File: src/rtl/tle_pkg.sv
package tle_pkg;

  localparam int LINE_CAP    = 64;
  localparam int STORE_DEPTH = 63;
  localparam int CAPACITY    = (LINE_CAP - 1 > STORE_DEPTH) ? STORE_DEPTH : LINE_CAP - 1;
  localparam int ADDR_W      = $clog2(STORE_DEPTH);
  localparam int LEN_W       = $clog2(STORE_DEPTH + 1);

  // echo sequences are sent only when shorter than the line capacity
  localparam int  ECHO_LF_N = (LINE_CAP > 2) ? 2 : 0;
  localparam bit  BS_ECHO   = (LINE_CAP > 3);

  localparam logic [7:0] CHAR_CR  = 8'h0D;
  localparam logic [7:0] CHAR_LF  = 8'h0A;
  localparam logic [7:0] CHAR_BS  = 8'h08;
  localparam logic [7:0] CHAR_DEL = 8'h7F;
  localparam logic [7:0] CHAR_SP  = 8'h20;

  localparam int          PADDR_W     = 3;
  localparam logic [0:0]  REG_ENABLED = 1'b0;

  typedef enum logic [2:0] {
    S_IDLE,
    S_ECHO,
    S_BS,
    S_LF_RD,
    S_LF_OUT
  } tle_state_e;

  typedef struct packed {
    logic             we;
    logic [ADDR_W-1:0] waddr;
    logic [7:0]        wdata;
    logic [ADDR_W-1:0] raddr;
  } tle_ram_req_t;

  typedef struct packed {
    logic       echo_valid;
    logic [7:0] echo_byte;
    logic       line_valid;
    logic [7:0] line_byte;
    logic       line_end;
    logic       last;
  } tle_result_t;

endpackage

File: src/rtl/tle_line_ram.sv
module tle_line_ram (
  input  logic                 clk_i,
  input  tle_pkg::tle_ram_req_t req_i,
  output logic [7:0]           rdata_o
);
  import tle_pkg::*;

  logic [7:0] mem_q [STORE_DEPTH];
  logic [7:0] rdata_q;

  always_ff @(posedge clk_i) begin
    if (req_i.we) begin
      mem_q[req_i.waddr] <= req_i.wdata;
    end
    rdata_q <= mem_q[req_i.raddr];
  end

  assign rdata_o = rdata_q;

endmodule

File: src/rtl/tle_ctrl.sv
module tle_ctrl (
  input  logic                  clk_i,
  input  logic                  rst_ni,
  input  logic                  enabled_i,
  input  logic                  s_valid_i,
  output logic                  s_ready_o,
  input  logic [7:0]            rx_byte_i,
  input  logic                  m_ready_i,
  output logic                  m_valid_o,
  output tle_pkg::tle_result_t  result_o,
  output tle_pkg::tle_ram_req_t ram_req_o,
  input  logic [7:0]            ram_rdata_i
);
  import tle_pkg::*;

  tle_state_e  state_q, state_d;
  logic [LEN_W-1:0] len_q, len_d;
  logic [LEN_W-1:0] k_q, k_d;
  logic [LEN_W-1:0] n_q, n_d;
  logic [1:0]  cnt_q, cnt_d;
  logic [7:0]  byte_q;
  logic        out_valid_q, out_valid_d;
  tle_result_t res_q, res_d;

  logic accept, emit_ok, load, lf_fin;
  logic is_drop, is_lf, is_bs, can_append;
  logic [LEN_W-1:0] n_lf;

  assign accept     = s_valid_i && s_ready_o;
  assign emit_ok    = !out_valid_q || m_ready_i;
  assign is_drop    = !enabled_i || (rx_byte_i == CHAR_CR);
  assign is_lf      = rx_byte_i == CHAR_LF;
  assign is_bs      = (rx_byte_i == CHAR_BS) || (rx_byte_i == CHAR_DEL);
  assign can_append = len_q < LEN_W'(CAPACITY);
  assign lf_fin     = k_q == (n_q - LEN_W'(1));

  always_comb begin
    n_lf = (len_q > LEN_W'(ECHO_LF_N)) ? len_q : LEN_W'(ECHO_LF_N);
    if (n_lf == '0) begin
      n_lf = LEN_W'(1);
    end
  end

  // next state
  always_comb begin
    state_d = state_q;
    unique case (state_q)
      S_IDLE: begin
        if (accept) begin
          priority if (is_drop) begin
            state_d = S_IDLE;
          end else if (is_lf) begin
            state_d = S_LF_RD;
          end else if (is_bs) begin
            if (len_q != '0 && BS_ECHO) state_d = S_BS;
          end else if (can_append) begin
            state_d = S_ECHO;
          end else begin
            // line full, byte dropped
            state_d = S_IDLE;
          end
        end
      end
      S_ECHO: begin
        if (emit_ok) state_d = S_IDLE;
      end
      S_BS: begin
        if (emit_ok && cnt_q == 2'd2) state_d = S_IDLE;
      end
      S_LF_RD: begin
        state_d = S_LF_OUT;
      end
      S_LF_OUT: begin
        if (emit_ok) state_d = lf_fin ? S_IDLE : S_LF_RD;
      end
      default: state_d = S_IDLE;
    endcase
  end

  // outputs
  always_comb begin
    s_ready_o       = state_q == S_IDLE;
    ram_req_o.we    = 1'b0;
    ram_req_o.waddr = len_q[ADDR_W-1:0];
    ram_req_o.wdata = rx_byte_i;
    ram_req_o.raddr = k_q[ADDR_W-1:0];
    load            = 1'b0;
    res_d           = '0;
    unique case (state_q)
      S_IDLE: begin
        ram_req_o.we = accept && !is_drop && !is_lf && !is_bs && can_append;
      end
      S_ECHO: begin
        load             = emit_ok;
        res_d.echo_valid = 1'b1;
        res_d.echo_byte  = byte_q;
        res_d.last       = 1'b1;
      end
      S_BS: begin
        load             = emit_ok;
        res_d.echo_valid = 1'b1;
        res_d.echo_byte  = (cnt_q == 2'd1) ? CHAR_SP : CHAR_BS;
        res_d.last       = cnt_q == 2'd2;
      end
      S_LF_RD: begin
        load = 1'b0;
      end
      S_LF_OUT: begin
        load             = emit_ok;
        res_d.echo_valid = k_q < LEN_W'(ECHO_LF_N);
        if (res_d.echo_valid) begin
          res_d.echo_byte = (k_q == '0) ? CHAR_CR : CHAR_LF;
        end
        res_d.line_valid = k_q < len_q;
        if (res_d.line_valid) begin
          res_d.line_byte = ram_rdata_i;
        end
        res_d.line_end   = lf_fin;
        res_d.last       = lf_fin;
      end
      default: load = 1'b0;
    endcase
  end

  always_comb begin
    len_d       = len_q;
    k_d         = k_q;
    n_d         = n_q;
    cnt_d       = cnt_q;
    out_valid_d = load ? 1'b1 : (out_valid_q && !m_ready_i);
    if (accept && !is_drop) begin
      if (is_lf) begin
        k_d = '0;
        n_d = n_lf;
      end else if (is_bs) begin
        if (len_q != '0) len_d = len_q - LEN_W'(1);
        cnt_d = '0;
      end else if (can_append) begin
        len_d = len_q + LEN_W'(1);
      end
    end
    if (load && state_q == S_BS) begin
      cnt_d = cnt_q + 2'd1;
    end
    if (load && state_q == S_LF_OUT) begin
      k_d = k_q + LEN_W'(1);
      if (lf_fin) len_d = '0;
    end
  end

  always_ff @(posedge clk_i or negedge rst_ni) begin
    if (!rst_ni) begin
      state_q     <= S_IDLE;
      len_q       <= '0;
      k_q         <= '0;
      n_q         <= '0;
      cnt_q       <= '0;
      out_valid_q <= 1'b0;
    end else begin
      state_q     <= state_d;
      len_q       <= len_d;
      k_q         <= k_d;
      n_q         <= n_d;
      cnt_q       <= cnt_d;
      out_valid_q <= out_valid_d;
    end
  end

  always_ff @(posedge clk_i) begin
    if (accept) byte_q <= rx_byte_i;
    if (load) res_q <= res_d;
  end

  assign m_valid_o = out_valid_q;
  assign result_o  = res_q;

  a_len_cap: assert property (@(posedge clk_i) disable iff (!rst_ni)
    len_q <= LEN_W'(CAPACITY))
    else $error("line length above capacity");

  a_walk_in_range: assert property (@(posedge clk_i) disable iff (!rst_ni)
    state_q == S_LF_OUT |-> k_q < n_q)
    else $error("line walk index out of range");

  a_lf_clears: assert property (@(posedge clk_i) disable iff (!rst_ni)
    (load && state_q == S_LF_OUT && lf_fin) |=> len_q == '0)
    else $error("line not cleared after line feed");

  a_write_on_accept: assert property (@(posedge clk_i) disable iff (!rst_ni)
    ram_req_o.we |-> (accept && state_q == S_IDLE && can_append))
    else $error("line store written outside an accepted append");

endmodule

File: src/rtl/terminal_line_editor.sv
// Terminal line editor: takes received bytes on the slave stream and returns echo and line
// results on the master stream, one word per result, tlast on the final word of each byte.
// Carriage return and any byte taken while disabled give no word; a stored character gives
// one word, backspace or DEL three (none on an empty line). A line feed gives
// max(2, length, 1) words: echo fields carry CR and LF on the first two, line fields carry
// the stored line in order, and line_end is set on the final one. Input is taken one byte
// at a time, only in the idle state. A line feed reads the single line RAM, which has a
// registered read, once per word, through a read state and then an output state. Each word
// can wait longer while the receiver holds off. A finished word waits in the output
// register while the next byte is taken. The enabled register is selected when paddr bit 2
// is 0 (APB addresses 0 to 3) and resets to 0.
module terminal_line_editor (
  input  logic                        clk_i,
  input  logic                        rst_ni,
  input  logic                        psel,
  input  logic                        penable,
  input  logic                        pwrite,
  input  logic [tle_pkg::PADDR_W-1:0] paddr,
  input  logic [31:0]                 pwdata,
  output logic [31:0]                 prdata,
  output logic                        pready,
  input  logic                        s_axis_tvalid,
  output logic                        s_axis_tready,
  input  logic [7:0]                  s_axis_tdata,  // rx_byte
  output logic                        m_axis_tvalid,
  input  logic                        m_axis_tready,
  // echo_valid, echo_byte, line_valid, line_byte, line_end, zero fill
  output logic [23:0]                 m_axis_tdata,
  output logic                        m_axis_tlast   // last
);
  import tle_pkg::*;

  logic         enabled_q;
  logic         reg_sel;
  tle_ram_req_t ram_req;
  logic [7:0]   ram_rdata;
  tle_result_t  result;

  assign pready  = 1'b1;
  assign reg_sel = paddr[PADDR_W-1 -: 1] == REG_ENABLED;
  assign prdata  = reg_sel ? {31'b0, enabled_q} : 32'b0;

  always_ff @(posedge clk_i or negedge rst_ni) begin
    if (!rst_ni) begin
      enabled_q <= 1'b0;
    end else if (psel && penable && pwrite && pready && reg_sel) begin
      enabled_q <= pwdata[0];
    end
  end

  tle_ctrl u_ctrl (
    .clk_i       (clk_i),
    .rst_ni      (rst_ni),
    .enabled_i   (enabled_q),
    .s_valid_i   (s_axis_tvalid),
    .s_ready_o   (s_axis_tready),
    .rx_byte_i   (s_axis_tdata),
    .m_ready_i   (m_axis_tready),
    .m_valid_o   (m_axis_tvalid),
    .result_o    (result),
    .ram_req_o   (ram_req),
    .ram_rdata_i (ram_rdata)
  );

  tle_line_ram u_ram (
    .clk_i   (clk_i),
    .req_i   (ram_req),
    .rdata_o (ram_rdata)
  );

  assign m_axis_tdata = {5'b0, result.line_end, result.line_byte, result.line_valid,
                         result.echo_byte, result.echo_valid};
  assign m_axis_tlast = result.last;

endmodule
File: config.mk
export PLATFORM = sky130hd
export DESIGN_NAME = terminal_line_editor
export DESIGN_NICKNAME = d
export VERILOG_FILES = /design/src/rtl/tle_pkg.sv /design/src/rtl/tle_line_ram.sv /design/src/rtl/tle_ctrl.sv /design/src/rtl/terminal_line_editor.sv
export SDC_FILE = /design/constraint.sdc
export NUM_CORES = 1
export LEC_CHECK = 0
export BUFFER_PORTS_ARGS = -buffer_cell sky130_fd_sc_hd__buf_4
export CAP_MARGIN = 25
export CORE_MARGIN = 3
export CORE_UTILIZATION = 40
export DETAILED_ROUTE_END_ITERATION = 6
export GPL_TIMING_DRIVEN = 0
export PLACE_DENSITY = 0.53
export SLEW_MARGIN = 25
export SYNTH_ARGS = -nofsm -noshare
export SYNTH_HDL_FRONTEND = slang
export SYNTH_SLANG_ARGS = --single-unit
File: constraint.sdc
create_clock -name clk_i -period 7.3 [get_ports clk_i]
set_clock_uncertainty 0.2 [all_clocks]
set_input_delay 2.19 -clock clk_i [delete_from_list [all_inputs] [get_ports clk_i]]
set_output_delay 2.19 -clock clk_i [all_outputs]
set_load 0.02 [all_outputs]
==> results of run 1 <==
-- power groups by stage --
| stage | sequential (mW) | combinational [mW] | clock (mW) |
|---|---|---|---|
| finish | 3.77 | 2.46 | 2.91 |
| detailed placement | 3.84 | 2.47 | 0 |
| global placement | 3.83 | 2.46 | 0 |
| global route | 3.78 | 2.61 | 3.08 |
| floorplan | 3.89 | 1.45 | 0 |
| CTS | 3.77 | 2.48 | 2.96 |
-- worst reg2reg max path, cell delays in order (launching register included) --
cell and delay (ns):
dfrtp_1 0.41, ha_1 0.23, nand3_1 0.18, o22ai_1 0.18
or2_2 0.35, nor2_2 0.28, nand4_1 0.84, nor2_1 1.12
-- kinds of logic (layout without fill, tap and decap cells) --
group	after synthesis	in the layout	synth area share
other	2	37	0.000326
adder cells (fa/ha/maj)	14	14	0.00760
AND/OR/NAND/NOR	256	256	0.0542
flip-flops	565	565	0.728
multiplexers	172	172	0.128
buffers and inverters	119	265	0.0304
XOR/XNOR	9	9	0.00342
AO/OA/AOI/OAI	170	170	0.0489
-- synthesized netlist by cell type, drive strengths merged, types with 2 or more instances --
library cell / number / area [um^2]
a21o: 3 / 22.5
xnor2: 7 / 61.3
a22o: 6 / 52.6
nand2b: 10 / 62.6
or2: 3 / 18.8
edfxtp: 532 / 16000
o221ai: 13 / 114
ha: 14 / 175
or3: 5 / 32.5
o21ai: 38 / 190
mux2: 13 / 146
o2111ai: 2 / 17.5
o22ai: 22 / 138
nand4: 8 / 50.1
nor4: 6 / 67.6
nand3: 21 / 105
a32oi: 2 / 17.5
a21oi: 30 / 150
and2: 15 / 93.8
a211o: 2 / 17.5
and3: 3 / 20.0
a22oi: 8 / 60.1
clkbuf: 29 / 109
nand2: 50 / 188
or4: 2 / 18.8
mux2i: 63 / 631
mux4: 96 / 2160
nand4b: 2 / 17.5
dfrtp: 25 / 626
a31oi: 4 / 25.0
inv: 15 / 56.3
nor2: 102 / 388
nor2b: 9 / 56.3
o31ai: 2 / 15.0
buf: 74 / 532
nor3: 15 / 85.1
a211oi: 13 / 97.6
xor2: 2 / 17.5
dfxtp: 8 / 160
o211ai: 8 / 60.1
a221oi: 8 / 70.1
a2bb2oi: 2 / 17.5
conb: 2 / 7.51
-- flip-flops by register name, indices dropped and copies added (netlist names) --
register,count
enabled_q,1
u_ctrl.result_o,20
u_ctrl.byte_q,8
u_ctrl.cnt_q,2
u_ctrl.state_q,3
u_ctrl.len_q,6
u_ctrl.k_q,6
u_ram.rdata_o,8
u_ctrl.n_q,6
u_ctrl.m_valid_o,1
u_ram.mem_q,504
-- layout make-up --
cell class / instances / area [um^2] / area share
repair buffers: 41 / 315 / 0.0120
plain buffers: 103 / 642 / 0.0244
clock inverters: 34 / 334 / 0.0127
inverters: 16 / 60.1 / 0.00229
flip-flops and latches: 565 / 16800 / 0.638
multi-input cells: 658 / 5710 / 0.217
well taps: 756 / 946 / 0.0360
clock buffers: 71 / 1510 / 0.0575
-- per-layer routing --
layer / up-vias / share of wire
met5: - / 0
met4: 0 / 0.034
met3: 101 / 0.074
met2: 538 / 0.46
met1: 6560 / 0.43
li1: 5419 / -
-- how the worst max path moves through the flow --
| stage | cells after the start | to | start | slack [ns] |
|---|---|---|---|---|
| 5_1_grt | 7 | u_ram.mem_q[38][1]$_DFFE_PP_ | s_axis_tdata[7] | 1.21 |
| 3_3_place_gp | 7 | u_ram.mem_q[37][5]$_DFFE_PP_ | s_axis_tdata[7] | 0.85 |
| 6_report | 7 | u_ram.mem_q[2][1]$_DFFE_PP_ | s_axis_tdata[7] | 1.40 |
| 2_1_floorplan | 1 | prdata[0] | paddr[2] | 2.42 |
| 4_1_cts | 7 | u_ram.mem_q[38][1]$_DFFE_PP_ | s_axis_tdata[7] | 1.46 |
| 3_5_place_dp | 7 | u_ram.mem_q[38][5]$_DFFE_PP_ | s_axis_tdata[7] | 0.82 |
-- through the flow --
stage / instance area, um^2 / util / instances / hold WS [ns] / worst slack, ns
global route: 26300 / 0.463 / 2244 / 0.323 / 1.21
detailed placement: 24400 / 0.431 / 2139 / 0.294 / 0.824
finish: 26300 / 0.463 / 2244 / 0.304 / 1.40
floorplan: 23200 / - / 1342 / 0.269 / 2.42
global placement: 24400 / 0.430 / 2137 / 0.285 / 0.853
CTS: 26300 / 0.463 / 2244 / 0.308 / 1.46
==> flow_summary.ini, run 1 <==
[placement]
dpl.hpwl_um = 40600
io_buffer_count = 39
gp_congestion = 0.909

[routing]
routed_via_density = 5.62
drcViolationCount = 0
routed_wl_um = 64800
wl_per_cell_um = 28.9
drtPass1Iterations = 5
drtIter0Drc = 1342
ant_nets = 0
vias = 12600

[sta]
fin_crit_sh = 0.809
finalSetupViolCount = 0
finalSetupTns_ns = 0
maxSlewViolCount = 0
rsz0062_at_grt = false
worst-slew-pin-transition_ns = 1.10
max_freq_ghz = 0.169
timing.slew.headroom = 0.257
finalHoldViolations = 0
period_needed_ns = 5.90

[cells_and_area]
final_common_cell = edfxtp_1
final_cell_mix = edfxtp_1, nor2_1, mux4_2
drive_gt1_frac = 0.211
synthToLayoutAreaGrowth_pct = 14.1
final_nets = 1507
fillCellCount = 4868
antennaDiodeCount = 0

[synth]
synthDistinctLibCells = 69
yosysWarningCount = 0
synth_enable_flop_cells = 532
synth_area_um2 = 23000
ys_ff_latch = 565
yosysSeqAreaShare = 0.728
syn_inst = 1307
avgSynthCellArea_um2 = 17.6
synthArstFlopShare = 0.0442
ys.flop_type = edfxtp_1

[setup_path]
cp-end-kind = flop
cp_cell_sequence = buf_4 > nand2b_1 > nor4_4 > or2_2 > nor2_2 > nand4_1 > nor2_1
crit_family = simple AND/OR/NAND/NOR gates
reg2reg_from = u_ctrl.len_q[1]$_DFF_PN0_
reg2reg_to = u_ram.mem_q[2][1]$_DFFE_PP_
r2r_slack_ns = 3.12
crit_buf_inv = 1
r2r_cells = 7
required_ns = 7.33
max_stage_delay_ns = 1.11
startpoint_type = input port
cp_data_arrival_time_ns = 5.93
slowest_stage = nor2_1
cp_max_fo = 66
critPathKind = in -> reg

[worst_hold_path]
hold_depth = 2
min_path_type = reg -> reg
min_from = u_ctrl.n_q[5]$_DFFE_PN0P_
worstHoldEndpoint = u_ctrl.n_q[5]$_DFFE_PN0P_

[power_and_ir_drop]
power_frac_clock = 0.318
power_switching_mw = 2.83
power_frac_comb = 0.269
max-vdd-ir-drop_mv = 0.187
power_leakage_nw = 8.49
p_sw_frac = 0.310
internal_power_mw = 6.30
p_per_area_nw_per_um2 = 348
p_seq_frac = 0.412
power_mw = 9.14

[global_route]
grt_use_met2 = 0.334
grt_pass1_wl_um = 91500
grt_usage = 0.215
antenna_found_initial = 0
gr-usage-met1 = 0.303
grt_overflow = 0
grt_max_degree = 72
met3_usage = 0.0459
grt_pass1_vias = 12300
busiest_layer = met2

[clock_network]
numCtsBuffers = 58
cts_resized = 0
htree_levels = 2
cts_sinks = 565
ctsLongestPathBuffers = 3
clkTransAtPathRegs_ns = 0.06
cts_root_buffer = clkbuf_16
cts_tree = yes
ctsHoldBuffers = 0
postCtsSetupBuffers = 0
clk_latency_ns = 0.62

[die]
rows = 87
dieWidth_um = 246
core_area_um2 = 56700
fp.dieH_um = 246
boundaryPins = 110
start_util = 0.406
dieArea_um2 = 60500

[job]
cap_viol_max_count = 0

[run_status]
status = finished clean
(Power assumes the default switching activity.)
==> run 2, diff against run 1 <==
Settings changed: ABC_AREA set to 1.
Clock period 7.3 ns to 6.1 ns, I/O delays scaled along.
==> run 2 against run 1 <==
Effect of this change: sequential cell count stayed put; die area grew 4.7%; worst hold slack lost 0.026 ns; sequential share of layout area shrank 2.8 points; via count grew 37%; clock power grew 22%; area after synthesis rose by 4.8%; critical endpoint is now u_ram.mem_q[27][7]$_DFFE_PP_; highest routed layer is now met5.
==> flow_summary.ini, run 2 <==
[die]
dieArea_um2 = 63300
fp.dieH_um = 252
rows = 89
core_area_um2 = 59400
start_util = 0.407
dieWidth_um = 252
boundaryPins = 110

[sta]
rsz0062_at_grt = false
maxSlewViolCount = 0
finalSetupTns_ns = 0
holdWs_ns = 0.279
finalSetupViolCount = 0
fin_crit_sh = 0.809
worst-slew-pin-transition_ns = 1.12
finalHoldViolations = 0
max_freq_ghz = 0.203
period_needed_ns = 4.93
fin_ws_ns = 1.17
timing.slew.headroom = 0.254

[global_route]
grt_pass1_vias = 16300
grt_usage = 0.258
antenna_found_initial = 4
grt_max_degree = 68
grt_overflow = 0
grt_pass1_wl_um = 116000

[clock_network]
cts_resized = 0
cts_sinks = 565
ctsHoldBuffers = 0
numCtsBuffers = 59
clkTransAtPathRegs_ns = 0.06
cts_tree = yes
htree_levels = 2
cts_root_buffer = clkbuf_16
ctsLongestPathBuffers = 3
clk_latency_ns = 0.63
postCtsSetupBuffers = 0

[synth]
avgSynthCellArea_um2 = 11.0
synthDistinctLibCells = 43
ys.flop_type = edfxtp_1
synth_top_area_share = 0.662
syn_inst = 2190
synth.most_common_cell = edfxtp_1
synth_commonest_cells = edfxtp_1, nand2_1, nor2_1
synth_area_um2 = 24100
yosysSeqAreaShare = 0.694
ys_top_cells_by_area = edfxtp_1, nand2_1, nor2_1, o21ai_0, nand3_1
synthArstFlopShare = 0.0442
yosysTopAreaCell = edfxtp_1
ys_ff_latch = 565
yosysWarningCount = 0
synth_enable_flop_cells = 532

[routing]
drtIter0Drc = 2351
drcViolationCount = 0
drtPass1Iterations = 6
wl_per_cell_um = 26.1
routed_wl_um = 82200
vias = 17300
ant_nets = 0
routed_via_density = 5.48

[cells_and_area]
fillCellCount = 5521
synthToLayoutAreaGrowth_pct = 13.8
regMostFlops = u_ram.mem_q
final_cell_mix = edfxtp_1, nand2_1, nor2_1
multi_input_area_um2 = 6290
antennaDiodeCount = 0
drive_gt1_frac = 0.117
seqCellArea_um2 = 16800
final_common_cell = edfxtp_1
final_nets = 2394
largest_register_ffs = 504
finalCoreUtilization = 0.463

[power_and_ir_drop]
max-vdd-ir-drop_mv = 0.286
power_frac_comb = 0.388
p_sw_frac = 0.417
power_frac_clock = 0.268
internal_power_mw = 7.72
power_mw = 13.2
p_per_area_nw_per_um2 = 482
power_switching_mw = 5.52
p_seq_frac = 0.344
power_leakage_nw = 10.2

[setup_path]
cp_data_arrival_time_ns = 4.97
slowest_stage = nor2_1
cp_cell_sequence = buf_4 > inv_1 > nand2_1 > nor2_1 > nand2_1 > nand2_1 > nor2_2 > nand2_2 > nor2_4 > nand4_2 > nor2_1
startpoint_type = input port
required_ns = 6.13
cp_max_fo = 65
crit_path_frequent_cell = nand2_1
cp-end-kind = flop
critPathKind = in -> reg
max_stage_delay_ns = 1.02

[job]
cap_viol_max_count = 0

[placement]
io_buffer_count = 39
dpl.hpwl_um = 54300
pre_cts_ws_ns = 0.575
gp_congestion = 0.956

[run_status]
status = finished clean

[worst_hold_path]
min_path_type = reg -> reg
## run 2: layer usage
| layer | part of all wire | track usage | wire [um] |
|---|---|---|---|
| met5 | 0.00024 | 0 | 20 |
| met4 | 0.037 | 0.0941 | 3040 |
| met3 | 0.10 | 0.0543 | 8270 |
| met2 | 0.45 | 0.402 | 37000 |
| met1 | 0.41 | 0.359 | 33900 |
## run 2: final timing paths
| kind | startpoint | endpoint | slack [ns] | cells after the start |
|---|---|---|---|---|
| min in group asynchronous | rst_ni | u_ctrl.cnt_q[1]$_DFFE_PN0P_ | 0.91 | 1 |
| max in group asynchronous | rst_ni | u_ctrl.len_q[4]$_DFF_PN0_ | 4.52 | 1 |
| min reg2reg | u_ctrl.state_q[2]$_DFFE_PN0P_ | u_ctrl.state_q[2]$_DFFE_PN0P_ | 0.28 | 1 |
| max | s_axis_tdata[7] | u_ram.mem_q[27][7]$_DFFE_PP_ | 1.17 | 11 |
| max reg2reg | u_ctrl.state_q[0]$_DFFE_PN0P_ | u_ram.mem_q[27][7]$_DFFE_PP_ | 2.46 | 7 |
| min | u_ctrl.state_q[2]$_DFFE_PN0P_ | u_ctrl.state_q[2]$_DFFE_PN0P_ | 0.28 | 1 |
## run 2: kinds of logic after synthesis
| family | after synthesis | share of synthesized area |
|---|---|---|
| xor+xnor | 9 | 0.00327 |
| fa+ha+maj | 14 | 0.00726 |
| simple gates | 1035 | 0.174 |
| buf+inv | 256 | 0.0518 |
| compound gates | 309 | 0.0689 |
| other cells | 2 | 0.000311 |
| flops | 565 | 0.694 |
## run 2: per-stage QoR
| stage | instances | cell area [um^2] |
|---|---|---|
| 2_1_floorplan | 2225 | 24300 |
| 3_3_place_gp | 3037 | 25500 |
| 3_5_place_dp | 3040 | 25600 |
| 4_1_cts | 3150 | 27500 |
| 5_1_grt | 3152 | 27500 |
| 6_report | 3152 | 27500 |
## run 2: power by group through the flow
stage	logic [mW]	registers, mW	clock network [mW]
after detailed placement	4.99	4.64	0
final	5.13	4.56	3.55
after global routing	5.44	4.58	3.73
after global placement	4.97	4.63	0
after CTS	5.01	4.56	3.58
after floorplan	2.67	4.68	0
## run 2: critical path, delay by kind of cell
family                 cells  cell delay [ns]
buffers and inverters      2             0.76
AND/OR/NAND/NOR            9             2.27
## run 2: final cells by class
cell class,instances,area share
well taps,773,0.0352
plain buffers,142,0.0299
multi-input cells,1404,0.229
inverters,114,0.0157
repair buffers,44,0.0120
flip-flops and latches,565,0.610
clock buffers,72,0.0577
clock inverters,38,0.0109
